$ cat src/irnm_pkg.sv
`timescale 1ns / 1ps

package irnm_pkg;

  // Source image geometry and storage.
  localparam int MAX_DIM     = 64;
  localparam int DIM_BITS    = $clog2(MAX_DIM);
  localparam int ADDR_BITS   = 2 * DIM_BITS;
  localparam int STORE_DEPTH = MAX_DIM * MAX_DIM;

  // Field widths.
  localparam int POS_BITS     = 7;
  localparam int PIXEL_BITS   = 32;
  localparam int MASK_BITS    = 8;
  localparam int TRIG_BITS    = 16;
  localparam int SIZE_BITS    = 7;
  localparam int DIM_OUT_BITS = 8;
  localparam int CFG_IDX_BITS = 3;
  localparam int CFG_DATA_BITS = 16;

  // Fixed-point arithmetic.
  localparam int FRAC_BITS = 14;
  localparam int PROD_BITS = SIZE_BITS + TRIG_BITS;
  localparam int NDIM_BITS = 9;
  localparam int OFF_BITS  = 25;
  localparam int MUL_BITS  = OFF_BITS + TRIG_BITS;
  localparam int SUM_BITS  = MUL_BITS + 1;
  localparam int MAP_BITS  = SUM_BITS - 2 * FRAC_BITS;
  localparam logic [SUM_BITS-1:0] TRUNC_BIAS =
    (SUM_BITS'(1) << (2 * FRAC_BITS)) - SUM_BITS'(1);

  localparam logic [DIM_OUT_BITS-1:0] DIM_OUT_MAX     = 8'd255;
  localparam logic [MASK_BITS-1:0]    BACKGROUND_MASK = 8'hFF;

  // Queue between front and back.
  localparam int QUEUE_DEPTH = 4;
  localparam int QPTR_BITS   = $clog2(QUEUE_DEPTH);
  localparam int QCNT_BITS   = QPTR_BITS + 1;

  typedef enum logic {
    REQ_WRITE = 1'b0,
    REQ_READ  = 1'b1
  } req_t;

  typedef enum logic [1:0] {
    QUAD_FIRST  = 2'd0,
    QUAD_SECOND = 2'd1,
    QUAD_THIRD  = 2'd2,
    QUAD_FOURTH = 2'd3
  } quad_t;

  typedef enum logic [CFG_IDX_BITS-1:0] {
    CFG_SINE   = 3'd0,
    CFG_COSINE = 3'd1,
    CFG_WIDTH  = 3'd2,
    CFG_HEIGHT = 3'd3,
    CFG_MASK   = 3'd4
  } cfg_idx_t;

  typedef struct packed {
    logic signed [TRIG_BITS-1:0] sine;
    logic signed [TRIG_BITS-1:0] cosine;
    logic [SIZE_BITS-1:0]        width;
    logic [SIZE_BITS-1:0]        height;
    logic                        mask_present;
  } cfg_t;

  typedef struct packed {
    req_t                       req;
    logic [POS_BITS-1:0]        row;
    logic [POS_BITS-1:0]        col;
    logic [PIXEL_BITS-1:0]      pixel;
    logic [MASK_BITS-1:0]       mask;
    logic [NDIM_BITS-1:0]       nw;
    logic [NDIM_BITS-1:0]       nh;
    logic signed [OFF_BITS-1:0] off_r;
    logic signed [OFF_BITS-1:0] off_c;
  } q_item_t;

  // Source size register values of zero read as one, above MAX_DIM as MAX_DIM.
  function automatic logic [SIZE_BITS-1:0] clamp_dim(input logic [SIZE_BITS-1:0] d);
    logic [SIZE_BITS-1:0] r;
    if (d == '0) begin
      r = SIZE_BITS'(1);
    end else if (d > SIZE_BITS'(MAX_DIM)) begin
      r = SIZE_BITS'(MAX_DIM);
    end else begin
      r = d;
    end
    return r;
  endfunction

  function automatic logic [DIM_OUT_BITS-1:0] sat_dim(input logic [NDIM_BITS-1:0] d);
    logic [DIM_OUT_BITS-1:0] r;
    if (d > NDIM_BITS'(DIM_OUT_MAX)) begin
      r = DIM_OUT_MAX;
    end else begin
      r = d[DIM_OUT_BITS-1:0];
    end
    return r;
  endfunction

endpackage

$ cat src/irnm_queue.sv
`timescale 1ns / 1ps

module irnm_queue (
  input  logic                           clk,
  input  logic                           rst_n,
  input  logic                           push,
  input  irnm_pkg::q_item_t              push_item,
  output logic                           pop,
  output irnm_pkg::q_item_t              pop_item,
  output logic [irnm_pkg::QCNT_BITS-1:0] count
);

  irnm_pkg::q_item_t                 slot_r [irnm_pkg::QUEUE_DEPTH];
  logic [irnm_pkg::QPTR_BITS-1:0]    wr_ptr_r, rd_ptr_r;
  logic [irnm_pkg::QCNT_BITS-1:0]    count_r, count_nxt;

  // The back end never stalls, so an entry leaves as soon as one is present.
  assign pop      = (count_r != '0);
  assign pop_item = slot_r[rd_ptr_r];
  assign count    = count_r;

  always_comb begin
    count_nxt = count_r;
    if (push && !pop) begin
      count_nxt = count_r + 1'b1;
    end else if (pop && !push) begin
      count_nxt = count_r - 1'b1;
    end
  end

  always_ff @(posedge clk) begin
    if (!rst_n) begin
      wr_ptr_r <= '0;
      rd_ptr_r <= '0;
      count_r  <= '0;
    end else begin
      if (push) begin
        wr_ptr_r <= wr_ptr_r + 1'b1;
      end
      if (pop) begin
        rd_ptr_r <= rd_ptr_r + 1'b1;
      end
      count_r <= count_nxt;
    end
  end

  always_ff @(posedge clk) begin
    if (push) begin
      slot_r[wr_ptr_r] <= push_item;
    end
  end

endmodule

$ cat config.mk
export PLATFORM = sky130hd
export DESIGN_NAME = irnm_queue
export DESIGN_NICKNAME = d
export VERILOG_FILES = /design/src/irnm_pkg.sv /design/src/irnm_queue.sv
export SDC_FILE = /design/constraint.sdc
export NUM_CORES = 1
export LEC_CHECK = 0
export BUFFER_PORTS_ARGS = -buffer_cell sky130_fd_sc_hd__buf_2
export CAP_MARGIN = 10
export CORE_MARGIN = 4
export CORE_UTILIZATION = 33
export CTS_CLUSTER_DIAMETER = 120
export DETAILED_ROUTE_END_ITERATION = 8
export GPL_TIMING_DRIVEN = 0
export HOLD_SLACK_MARGIN = 0.05
export PLACE_DENSITY = 0.51
export SLEW_MARGIN = 5
export SYNTH_ARGS = -nofsm -noshare
export SYNTH_HDL_FRONTEND = slang
export SYNTH_SLANG_ARGS = --single-unit
$ cat constraint.sdc
create_clock -name clk -period 3.71 [get_ports clk]
set_input_delay 0.371 -clock clk [delete_from_list [all_inputs] [get_ports clk]]
set_output_delay 0.371 -clock clk [all_outputs]
set_load 0.1 [all_outputs]
==> results.json <==
{
  "yosysWarningCount": 0,
  "grt.busiest_layer": "met2",
  "core_um2": 54130,
  "drc": 0,
  "cts_tree": "built",
  "hpwlAfterDp_um": 23230,
  "clock-root-buffer": "clkbuf_16",
  "min_path_type": "in -> reg",
  "dpl-instance-area_um2": 20580,
  "mostFrequentLayoutCells": "edfxtp_1 (492), buf_2 (266), mux4_2 (123), dlygate4sd3_1 (123), clkbuf_16 (57)",
  "vias": 8638,
  "dpl.cell_count": 1645,
  "fmax_ghz": 0.3312,
  "cpMaxStageDelayCell": "buf_2",
  "worst_pin_slew_ns": 0.7078,
  "cts.clk_slew.worst_paths_ns": 0.06,
  "grt_max_degree": 50,
  "cp.arrival_ns": 2.65,
  "path_common_cell": "buf_2",
  "initial_core_util_pct": 33.58,
  "drt-initial-drc-count": 343,
  "syn_inst": 687,
  "floorplan.rows": 85,
  "synth_compound_area_share_pct": 0.1790,
  "clock-skew-final_ns": 0.01438,
  "synth_top_family_by_area": "multiplexers",
  "rsz0062_at_grt": "false",
  "grt_use_total_pct": 12.96,
  "routedWlPerCell_um": 20.62,
  "worstPathMaxFanout": 10,
  "cts_resized": 0,
  "cts_buffer_depth": 3,
  "antenna_left": 0,
  "synth_top_area_share_pct": 81.28,
  "first_global_vias": 9673,
  "fillers": 4664,
  "nets": 1259,
  "finalCritPeriodShare_pct": 81.38,
  "start_kind": "flip-flop",
  "synth_cell_type_count": 23,
  "ys_ff_latch": 501,
  "crit_chain": "buf_2, buf_2, buf_2, mux4_2, buf_2",
  "via_per_inst": 4.639,
  "power.density_nw_per_um2": 845.9,
  "use_met1_pct": 16.31,
  "status": "completed",
  "dr.pass1.iters": 4,
  "p_leak_nw": 7.983,
  "crit_type": "reg -> out",
  "synthXorXnorAreaFrac_pct": 0.1927,
  "critPathRequiredTime_ns": 3.34,
  "die_h_um": 242.7,
  "ir_worst_vdd_mv": 0.7091,
  "critical-path-max-stage-delay_ns": 0.49,
  "final-instance-count-excl-fill": 1862,
  "synth-adder-area-share_pct": 0.3442,
  "numClockSinks": 501,
  "relSlewSlack_pct": 52.82,
  "finalCriticalPeriod_ns": 3.019,
  "gp_congestion": 0.6663,
  "cp-end-kind": "output pin",
  "drive_above_1_share_pct": 41.84,
  "final_common_cell": "edfxtp_1",
  "cts_buffers": 54,
  "avgSynthCellArea_um2": 26.46,
  "register_area_um2": 14950,
  "maxCapViolCount": 0,
  "maxSlewViolCount": 0,
  "synth_area_leaders": "edfxtp_1 (81%), mux4_2 (15%), dfxtp_1 (0.99%)",
  "grtUsageMet2_pct": 22.08,
  "synthSimpleGateAreaFrac_pct": 0.5300,
  "grt_pass1_wl_um": 58730,
  "io_pins": 253,
  "final_area_um2": 23460,
  "yosysTopAreaCell": "edfxtp_1",
  "insertion_delay_ns": 0.58,
  "hold_buffers": 123,
  "yosysSeqAreaShare_pct": 82.27,
  "area_growth_pct": 29.08,
  "grt_overflow": 0,
  "portBuffers": 252,
  "synth_fp_nets": 818,
  "synth.area.mux_share_pct": 15.35,
  "multiInputGateArea_um2": 3027,
  "met3_usage_pct": 3.510,
  "htree_levels": 2,
  "dieArea_um2": 58900,
  "wl_um": 38400,
  "setup_viol": 0,
  "final_hold_viol_count": 0,
  "synth_area_um2": 18180,
  "postCtsSetupBuffers": 0,
  "die_width_um": 242.7,
  "antenna_found_initial": 2
}
==> critical path, delay by kind of cell, from the launching register on <==
kind	cells	cell delay, ns
buffers and inverters	4	1.48
DFF	1	0.30
muxes	1	0.26
==> Yosys cell counts, drive strengths merged <==
cell type,number
edfxtp,492
mux4,123
buf,23
dfxtp,9
and2,7
clkbuf,5
ha,5
inv,3
and3,2
mux2i,2
nand2b,2
o21ai,2
or3,2
xnor2,2
xor2,2
a21boi,1
a21o,1
nand2,1
nor2b,1
nor3,1
o31ai,1
==> kinds of logic (layout without fill, tap and decap cells) <==
logic type / Yosys count / count (layout)
flops: 501 / 501
other cells: 0 / 2
xor+xnor: 4 / 4
buf+inv: 31 / 508
simple gates: 16 / 16
fa+ha+maj: 5 / 5
mux: 125 / 125
compound gates: 5 / 5
==> per-stage QoR <==
stage                     setup TNS, ns  util (%)  hold WS (ns)  total power, mW  worst slack [ns]
final                                 0     43.34        0.1172            19.85            0.6906
after global routing                  0     43.34        0.1049            20.63            0.4752
after CTS                             0     43.33       0.07228            20.20            0.5301
after detailed placement              0     38.01        0.5171            15.00             1.183
after global placement          -132.26     37.52        0.5060            14.99           -0.3079
after floorplan                       0         -        0.4699            13.66             1.215
==> power breakdown <==
group	internal (mW)	total (mW)	switching, mW
Combinational	1.78	8.25	6.47
Sequential	6.52	6.60	0.0721
Clock	2.91	5.00	2.09
==> per-layer routing <==
| metal | vias to the layer above | part of all wire, % |
|---|---|---|
| met1 | 4479 | 41 |
| li1 | 3861 | - |
| met3 | 65 | 6.5 |
| met5 | - | 0 |
| met2 | 233 | 50 |
| met4 | 0 | 2.3 |
==> flip-flops by register name, indices dropped and copies added (netlist names), named ones only <==
name / count
slot_r: 492
wr_ptr_r: 2
rd_ptr_r: 2
count: 3
==> layout make-up <==
| class | instances | area share, % |
|---|---|---|
| flip-flops and latches | 501 | 63.74 |
| multi-input cells | 155 | 12.90 |
| repair buffers | 385 | 11.73 |
| clock buffers | 64 | 6.191 |
| well taps | 696 | 3.712 |
| clock inverters | 28 | 0.8319 |
| plain buffers | 28 | 0.8266 |
| inverters | 3 | 0.04799 |
| diodes | 2 | 0.02133 |
==> path summary, 6_finish.rpt <==
path	startpoint	endpoint	slack [ns]	depth (start not counted)
worst max-delay path	flip-flop	pop_item[72]	0.69	5
worst min-delay path	rst_n	count[2]	0.12	3
worst max register to register	wr_ptr_r[0]	slot_r[2][52]	1.82	5
worst min register to register	count[2]	count[2]	0.52	2
Note: power is estimated with default switching activity, not from simulation.
