$ cat src/irnm_pkg.sv
`timescale 1ns / 1ps

package irnm_pkg;

  // Source image geometry and storage.
  localparam int MAX_DIM     = 64;
  localparam int DIM_BITS    = $clog2(MAX_DIM);
  localparam int ADDR_BITS   = 2 * DIM_BITS;
  localparam int STORE_DEPTH = MAX_DIM * MAX_DIM;

  // Field widths.
  localparam int POS_BITS     = 7;
  localparam int PIXEL_BITS   = 32;
  localparam int MASK_BITS    = 8;
  localparam int TRIG_BITS    = 16;
  localparam int SIZE_BITS    = 7;
  localparam int DIM_OUT_BITS = 8;
  localparam int CFG_IDX_BITS = 3;
  localparam int CFG_DATA_BITS = 16;

  // Fixed-point arithmetic.
  localparam int FRAC_BITS = 14;
  localparam int PROD_BITS = SIZE_BITS + TRIG_BITS;
  localparam int NDIM_BITS = 9;
  localparam int OFF_BITS  = 25;
  localparam int MUL_BITS  = OFF_BITS + TRIG_BITS;
  localparam int SUM_BITS  = MUL_BITS + 1;
  localparam int MAP_BITS  = SUM_BITS - 2 * FRAC_BITS;
  localparam logic [SUM_BITS-1:0] TRUNC_BIAS =
    (SUM_BITS'(1) << (2 * FRAC_BITS)) - SUM_BITS'(1);

  localparam logic [DIM_OUT_BITS-1:0] DIM_OUT_MAX     = 8'd255;
  localparam logic [MASK_BITS-1:0]    BACKGROUND_MASK = 8'hFF;

  // Queue between front and back.
  localparam int QUEUE_DEPTH = 4;
  localparam int QPTR_BITS   = $clog2(QUEUE_DEPTH);
  localparam int QCNT_BITS   = QPTR_BITS + 1;

  typedef enum logic {
    REQ_WRITE = 1'b0,
    REQ_READ  = 1'b1
  } req_t;

  typedef enum logic [1:0] {
    QUAD_FIRST  = 2'd0,
    QUAD_SECOND = 2'd1,
    QUAD_THIRD  = 2'd2,
    QUAD_FOURTH = 2'd3
  } quad_t;

  typedef enum logic [CFG_IDX_BITS-1:0] {
    CFG_SINE   = 3'd0,
    CFG_COSINE = 3'd1,
    CFG_WIDTH  = 3'd2,
    CFG_HEIGHT = 3'd3,
    CFG_MASK   = 3'd4
  } cfg_idx_t;

  typedef struct packed {
    logic signed [TRIG_BITS-1:0] sine;
    logic signed [TRIG_BITS-1:0] cosine;
    logic [SIZE_BITS-1:0]        width;
    logic [SIZE_BITS-1:0]        height;
    logic                        mask_present;
  } cfg_t;

  typedef struct packed {
    req_t                       req;
    logic [POS_BITS-1:0]        row;
    logic [POS_BITS-1:0]        col;
    logic [PIXEL_BITS-1:0]      pixel;
    logic [MASK_BITS-1:0]       mask;
    logic [NDIM_BITS-1:0]       nw;
    logic [NDIM_BITS-1:0]       nh;
    logic signed [OFF_BITS-1:0] off_r;
    logic signed [OFF_BITS-1:0] off_c;
  } q_item_t;

  // Source size register values of zero read as one, above MAX_DIM as MAX_DIM.
  function automatic logic [SIZE_BITS-1:0] clamp_dim(input logic [SIZE_BITS-1:0] d);
    logic [SIZE_BITS-1:0] r;
    if (d == '0) begin
      r = SIZE_BITS'(1);
    end else if (d > SIZE_BITS'(MAX_DIM)) begin
      r = SIZE_BITS'(MAX_DIM);
    end else begin
      r = d;
    end
    return r;
  endfunction

  function automatic logic [DIM_OUT_BITS-1:0] sat_dim(input logic [NDIM_BITS-1:0] d);
    logic [DIM_OUT_BITS-1:0] r;
    if (d > NDIM_BITS'(DIM_OUT_MAX)) begin
      r = DIM_OUT_MAX;
    end else begin
      r = d[DIM_OUT_BITS-1:0];
    end
    return r;
  endfunction

endpackage

$ cat src/irnm_front.sv
`timescale 1ns / 1ps

module irnm_front (
  input  logic                                clk,
  input  logic                                rst_n,
  input  logic                                start,
  output logic                                busy,
  input  logic                                in_req_type,
  input  logic [irnm_pkg::POS_BITS-1:0]       in_pos_row,
  input  logic [irnm_pkg::POS_BITS-1:0]       in_pos_col,
  input  logic [irnm_pkg::PIXEL_BITS-1:0]     in_pixel_in,
  input  logic [irnm_pkg::MASK_BITS-1:0]      in_mask_in,
  input  irnm_pkg::cfg_t                      cfg,
  input  logic [irnm_pkg::QCNT_BITS-1:0]      q_count,
  output logic                                push,
  output irnm_pkg::q_item_t                   push_item
);

  localparam int PEND_BITS = irnm_pkg::QCNT_BITS + 1;
  localparam int PSUM_BITS = irnm_pkg::PROD_BITS + 1;

  logic                               accept;
  logic [PEND_BITS-1:0]               pending;
  logic [irnm_pkg::SIZE_BITS-1:0]     w_cl, h_cl;
  logic [irnm_pkg::TRIG_BITS-1:0]     abs_s, abs_c;
  irnm_pkg::quad_t                    quad;

  logic                               f1_vld_r;
  irnm_pkg::req_t                     f1_req_r;
  logic [irnm_pkg::POS_BITS-1:0]      f1_row_r, f1_col_r;
  logic [irnm_pkg::PIXEL_BITS-1:0]    f1_pix_r;
  logic [irnm_pkg::MASK_BITS-1:0]     f1_msk_r;
  irnm_pkg::quad_t                    f1_quad_r;
  logic [irnm_pkg::TRIG_BITS-1:0]     f1_as_r, f1_ac_r;
  logic [irnm_pkg::PROD_BITS-1:0]     f1_was_r, f1_wac_r, f1_has_r, f1_hac_r;

  logic [PSUM_BITS-1:0]               sum_w, sum_h;
  logic [irnm_pkg::NDIM_BITS-1:0]     nw_full, nh_full;
  irnm_pkg::q_item_t                  f2_item_nxt, f2_item_r;
  logic                               f2_vld_r;

  // Items still upstream of the queue count against its free space.
  assign pending = PEND_BITS'(q_count) + PEND_BITS'(f1_vld_r) + PEND_BITS'(f2_vld_r);
  assign busy    = (pending >= PEND_BITS'(irnm_pkg::QUEUE_DEPTH));
  assign accept  = start && !busy;

  assign w_cl  = irnm_pkg::clamp_dim(cfg.width);
  assign h_cl  = irnm_pkg::clamp_dim(cfg.height);
  assign abs_s = cfg.sine[irnm_pkg::TRIG_BITS-1] ? (~cfg.sine + 1'b1) : cfg.sine;
  assign abs_c = cfg.cosine[irnm_pkg::TRIG_BITS-1] ? (~cfg.cosine + 1'b1) : cfg.cosine;

  always_comb begin
    unique case ({cfg.sine[irnm_pkg::TRIG_BITS-1], cfg.cosine[irnm_pkg::TRIG_BITS-1]})
      2'b00:   quad = irnm_pkg::QUAD_FIRST;
      2'b01:   quad = irnm_pkg::QUAD_SECOND;
      2'b11:   quad = irnm_pkg::QUAD_THIRD;
      default: quad = irnm_pkg::QUAD_FOURTH;
    endcase
  end

  always_ff @(posedge clk) begin
    if (!rst_n) begin
      f1_vld_r <= 1'b0;
    end else begin
      f1_vld_r <= accept;
    end
  end

  always_ff @(posedge clk) begin
    f1_req_r  <= irnm_pkg::req_t'(in_req_type);
    f1_row_r  <= in_pos_row;
    f1_col_r  <= in_pos_col;
    f1_pix_r  <= in_pixel_in;
    f1_msk_r  <= in_mask_in;
    f1_quad_r <= quad;
    f1_as_r   <= abs_s;
    f1_ac_r   <= abs_c;
    f1_was_r  <= irnm_pkg::PROD_BITS'(w_cl) * irnm_pkg::PROD_BITS'(abs_s);
    f1_wac_r  <= irnm_pkg::PROD_BITS'(w_cl) * irnm_pkg::PROD_BITS'(abs_c);
    f1_has_r  <= irnm_pkg::PROD_BITS'(h_cl) * irnm_pkg::PROD_BITS'(abs_s);
    f1_hac_r  <= irnm_pkg::PROD_BITS'(h_cl) * irnm_pkg::PROD_BITS'(abs_c);
  end

  // Whole-pixel rotated size; top-left offset with FRAC_BITS fraction bits.
  assign sum_w   = PSUM_BITS'(f1_has_r) + PSUM_BITS'(f1_wac_r);
  assign sum_h   = PSUM_BITS'(f1_was_r) + PSUM_BITS'(f1_hac_r);
  assign nw_full = sum_w[irnm_pkg::FRAC_BITS +: irnm_pkg::NDIM_BITS];
  assign nh_full = sum_h[irnm_pkg::FRAC_BITS +: irnm_pkg::NDIM_BITS];

  always_comb begin
    f2_item_nxt.req   = f1_req_r;
    f2_item_nxt.row   = f1_row_r;
    f2_item_nxt.col   = f1_col_r;
    f2_item_nxt.pixel = f1_pix_r;
    f2_item_nxt.mask  = f1_msk_r;
    f2_item_nxt.nw    = nw_full;
    f2_item_nxt.nh    = nh_full;
    unique case (f1_quad_r)
      irnm_pkg::QUAD_FIRST: begin
        f2_item_nxt.off_r = irnm_pkg::OFF_BITS'(f1_was_r) - irnm_pkg::OFF_BITS'(f1_as_r);
        f2_item_nxt.off_c = '0;
      end
      irnm_pkg::QUAD_SECOND: begin
        f2_item_nxt.off_r = irnm_pkg::OFF_BITS'(
          (irnm_pkg::OFF_BITS'(nh_full) - irnm_pkg::OFF_BITS'(1)) << irnm_pkg::FRAC_BITS);
        f2_item_nxt.off_c = irnm_pkg::OFF_BITS'(f1_wac_r) - irnm_pkg::OFF_BITS'(f1_ac_r);
      end
      irnm_pkg::QUAD_THIRD: begin
        f2_item_nxt.off_r = irnm_pkg::OFF_BITS'(f1_hac_r) - irnm_pkg::OFF_BITS'(f1_ac_r);
        f2_item_nxt.off_c = irnm_pkg::OFF_BITS'(
          (irnm_pkg::OFF_BITS'(nw_full) - irnm_pkg::OFF_BITS'(1)) << irnm_pkg::FRAC_BITS);
      end
      default: begin
        f2_item_nxt.off_r = '0;
        f2_item_nxt.off_c = irnm_pkg::OFF_BITS'(f1_has_r) - irnm_pkg::OFF_BITS'(f1_as_r);
      end
    endcase
  end

  always_ff @(posedge clk) begin
    if (!rst_n) begin
      f2_vld_r <= 1'b0;
    end else begin
      f2_vld_r <= f1_vld_r;
    end
  end

  always_ff @(posedge clk) begin
    f2_item_r <= f2_item_nxt;
  end

  assign push      = f2_vld_r;
  assign push_item = f2_item_r;

endmodule

$ cat config.mk
export PLATFORM = sky130hd
export DESIGN_NAME = irnm_front
export DESIGN_NICKNAME = d
export VERILOG_FILES = /design/src/irnm_pkg.sv /design/src/irnm_front.sv
export SDC_FILE = /design/constraint.sdc
export NUM_CORES = 1
export LEC_CHECK = 0
export BUFFER_PORTS_ARGS = -buffer_cell sky130_fd_sc_hd__buf_2
export CAP_MARGIN = 20
export CORE_MARGIN = 3
export CORE_UTILIZATION = 55
export DETAILED_ROUTE_END_ITERATION = 10
export GPL_ROUTABILITY_DRIVEN = 0
export PLACE_DENSITY = 0.78
export SLEW_MARGIN = 25
export SYNTH_ARGS = -nofsm -noshare
export SYNTH_HDL_FRONTEND = slang
export SYNTH_SLANG_ARGS = --single-unit
$ cat constraint.sdc
create_clock -name clk -period 8.85 [get_ports clk]
set_clock_uncertainty 0.2 [all_clocks]
set_input_delay 2.2125 -clock clk [delete_from_list [all_inputs] [get_ports clk]]
set_output_delay 2.2125 -clock clk [all_outputs]
set_load 0.02 [all_outputs]
==> metrics.csv <==
metric,value,unit
status,"complete, no violations",
area_delta_synth_final,13.2,%
drive_gt1_share,13.1,%
synth_cells,2924,
synth_flop_cell,dfxtp_1,
grt_max_degree,56,
clk_pin_slew,0.07,ns
p_leak,0.0150,uW
period_needed,8.21,ns
hold_ws,0.125,ns
grt_pass1_vias,22900,
place_hpwl,59.8,mm
ys_ff_latch,304,
final_antenna_net_count,0,
cap_viol_max_count,0,
ys_warn_count,0,
setup.worst_path.end_class,flip-flop,
postCtsHoldBufs,0,
max_freq,122,MHz
die_x,224,um
power.total,8600,uW
crit_type,in2reg,
hold_path.class,reg2reg,
grt.total_usage,29.4,%
cts_resized,0,
fin_tns_setup,0,ns
max-clock-path-buffers,3,
final_net_count,3861,
start_kind,primary input,
maxSlewViolCount,0,
vias_per_cell,5.73,
finalCritPeriodShare,92.8,%
grt-ovfl-total,0,
wirelength,74.6,mm
synth_area,0.0261,mm^2
syn_area_per_cell,8.91,um^2
synth-seq-area-share,23.4,%
io_buffers,231,
drc_errors,0,
setup_viol,0,
htreeDepth,1,
path_max_fanout,5,
antenna_found_initial,11,
drt-initial-drc-count,1665,
wl_per_cell,19.5,um
synth_cell_types,85,
place_ws,0.207,ns
rows,79,
cts-root-buf,clkbuf_16,
via_count,21955,
critPathArrivalTime,8.51,ns
die_y,224,um
finalHoldViolations,0,
cts_tree,built,
tightest_slew,0.936,ns
clock_latency,0.58,ns
rsz0062_at_grt,no,
power.density,292,mW/mm^2
dieArea,0.0500,mm^2
drt_first_pass_iters,9,
max_slew_margin,37.0,%
vdd_drop_max,0.000177,V
ios,233,
cts_setup_buffers,0,
synth_edf_count,0,
synthArstFlopShare,0,%
grt_pass1_wl,117,mm
required,9.15,ns
initial_core_util,55.9,%
fin_ws,0.639,ns
core-area,0.0467,mm^2
cts_buffers,31,
cts_sinks,304,
syn_nets,3589,
[path summary, 6_finish.rpt]
| path | from | end | slack [ns] | cells after the start |
|---|---|---|---|---|
| worst max-delay path | cfg[17] | f1_hac_r[21] | 0.64 | 23 |
| worst max register to register | f1_as_r[0] | push_item[45] | 4.75 | 12 |
| worst min-delay path | f1_row_r[2] | push_item[117] | 0.13 | 0 |
| worst min register to register | f1_row_r[2] | push_item[117] | 0.13 | 0 |
[state kept, by name, summed over array words and instances, names as in the netlist]
signal / count
f1_wac_r: 23
push: 1
f1_quad_r: 2
f1_as_r: 16
f1_pix_r: 32
f1_row_r: 7
f1_col_r: 7
f1_ac_r: 16
push_item: 121
f1_msk_r: 8
f1_hac_r: 23
f1_vld_r: 1
f1_has_r: 23
f1_req_r: 1
f1_was_r: 23
[placed cells by master, fill, tap and decap left out, types with 6 or more instances in the layout]
cell type,Yosys,routed
buf_2,1,231
a211o_1,6,6
and3_1,15,15
or2_2,11,11
o211ai_1,16,16
nor2_1,371,371
buf_4,2,92
a211oi_1,19,19
and2_1,61,61
nand2b_1,37,37
a31oi_1,10,10
nand4_1,6,6
o21bai_1,20,20
or3_1,25,25
o21ba_2,7,7
ha_1,277,277
inv_1,419,419
o21a_1,30,30
o41ai_1,9,9
nand2_1,216,216
a21oi_1,113,113
clkbuf_16,0,31
mux2i_1,9,9
fa_1,280,280
o31a_1,6,6
a21o_1,45,45
o21ai_0,87,87
dfxtp_1,304,302
xor2_1,75,75
nand3b_1,8,8
nand3_1,25,25
a31o_2,6,6
inv_6,0,6
nor2b_1,49,49
xnor2_1,118,118
o31ai_1,17,17
or4_1,8,8
nor4_1,9,9
nor3_1,41,41
[per-stage QoR]
| stage | area, um^2 | utilization (%) | instances |
|---|---|---|---|
| 2_1_floorplan | 26100 | - | 2924 |
| 3_3_place_gp | 28400 | 60.8 | 3770 |
| 3_5_place_dp | 28400 | 60.8 | 3770 |
| 4_1_cts | 29500 | 63.2 | 3827 |
| 5_1_grt | 29500 | 63.2 | 3827 |
| 6_report | 29500 | 63.2 | 3829 |
[cell type report]
cell class | count | area (um^2)
clock inverter | 21 | 278
tap | 607 | 759
clock buffer | 36 | 825
sequential | 304 | 6090
fill | 3798 | 17200
inverter | 425 | 1600
timing repair buffer | 325 | 1890
multi-input combinational | 2109 | 18100
antenna | 2 | 5.00
[synthesized netlist by cell type (all sizes together) (30+ instances only)]
cell type / instances / area share (%)
inv: 420 / 6.1
nor2: 371 / 5.3
dfxtp: 304 / 23
fa: 280 / 22
ha: 277 / 13
nand2: 216 / 3.1
xnor2: 119 / 4.0
a21oi: 113 / 2.2
o21ai: 89 / 1.7
clkbuf: 77 / 1.1
xor2: 75 / 2.5
and2: 62 / 1.5
nor2b: 49 / 1.2
a21o: 45 / 1.3
nor3: 41 / 0.79
nand2b: 37 / 0.89
o21a: 30 / 0.86
[metal layers]
layer | global-route usage (%) | vias to the layer above | part of all wire [%]
met3 | 7.14 | 266 | 11
met2 | 50.2 | 1163 | 46
met5 | 0 | - | 0.068
li1 | - | 10019 | -
met4 | 13.5 | 8 | 5.2
met1 | 35.4 | 10499 | 37
[worst max-delay path, stage by stage]
cell       delay [ns]
buf_2            0.12
or3_1            0.38
nand2b_1         0.23
o31ai_1          0.29
xor2_1           0.42
nor2_1           0.12
fa_1             0.53
fa_1             0.50
fa_1             0.60
inv_1            0.08
fa_1             0.49
inv_1            0.04
ha_1             0.32
a21o_1           0.17
a21oi_1          0.32
nor2_1           0.09
a21oi_1          0.20
o311a_1          0.29
nor3_1           0.10
a2111oi_1        0.58
a21oi_1          0.16
nor2_1           0.14
xnor2_1          0.12
[power breakdown]
group	leakage, uW	internal [uW]	switching, uW	total (uW)
Clock	0.000532	802	590	1390
Combinational	0.0119	2100	3160	5260
Sequential	0.00255	1730	210	1940
[kinds of logic (layout without fill, tap and decap cells)]
kind of cell / Yosys count / after routing / synth area share, %
xor+xnor: 194 / 194 / 6.55
buf+inv: 511 / 807 / 7.39
compound gates: 451 / 451 / 11.7
other cells: 0 / 2 / 0
simple gates: 897 / 897 / 15.8
flops: 304 / 304 / 23.4
fa+ha+maj: 557 / 557 / 34.8
mux: 10 / 10 / 0.389
Power figures use the tool's default switching activity.
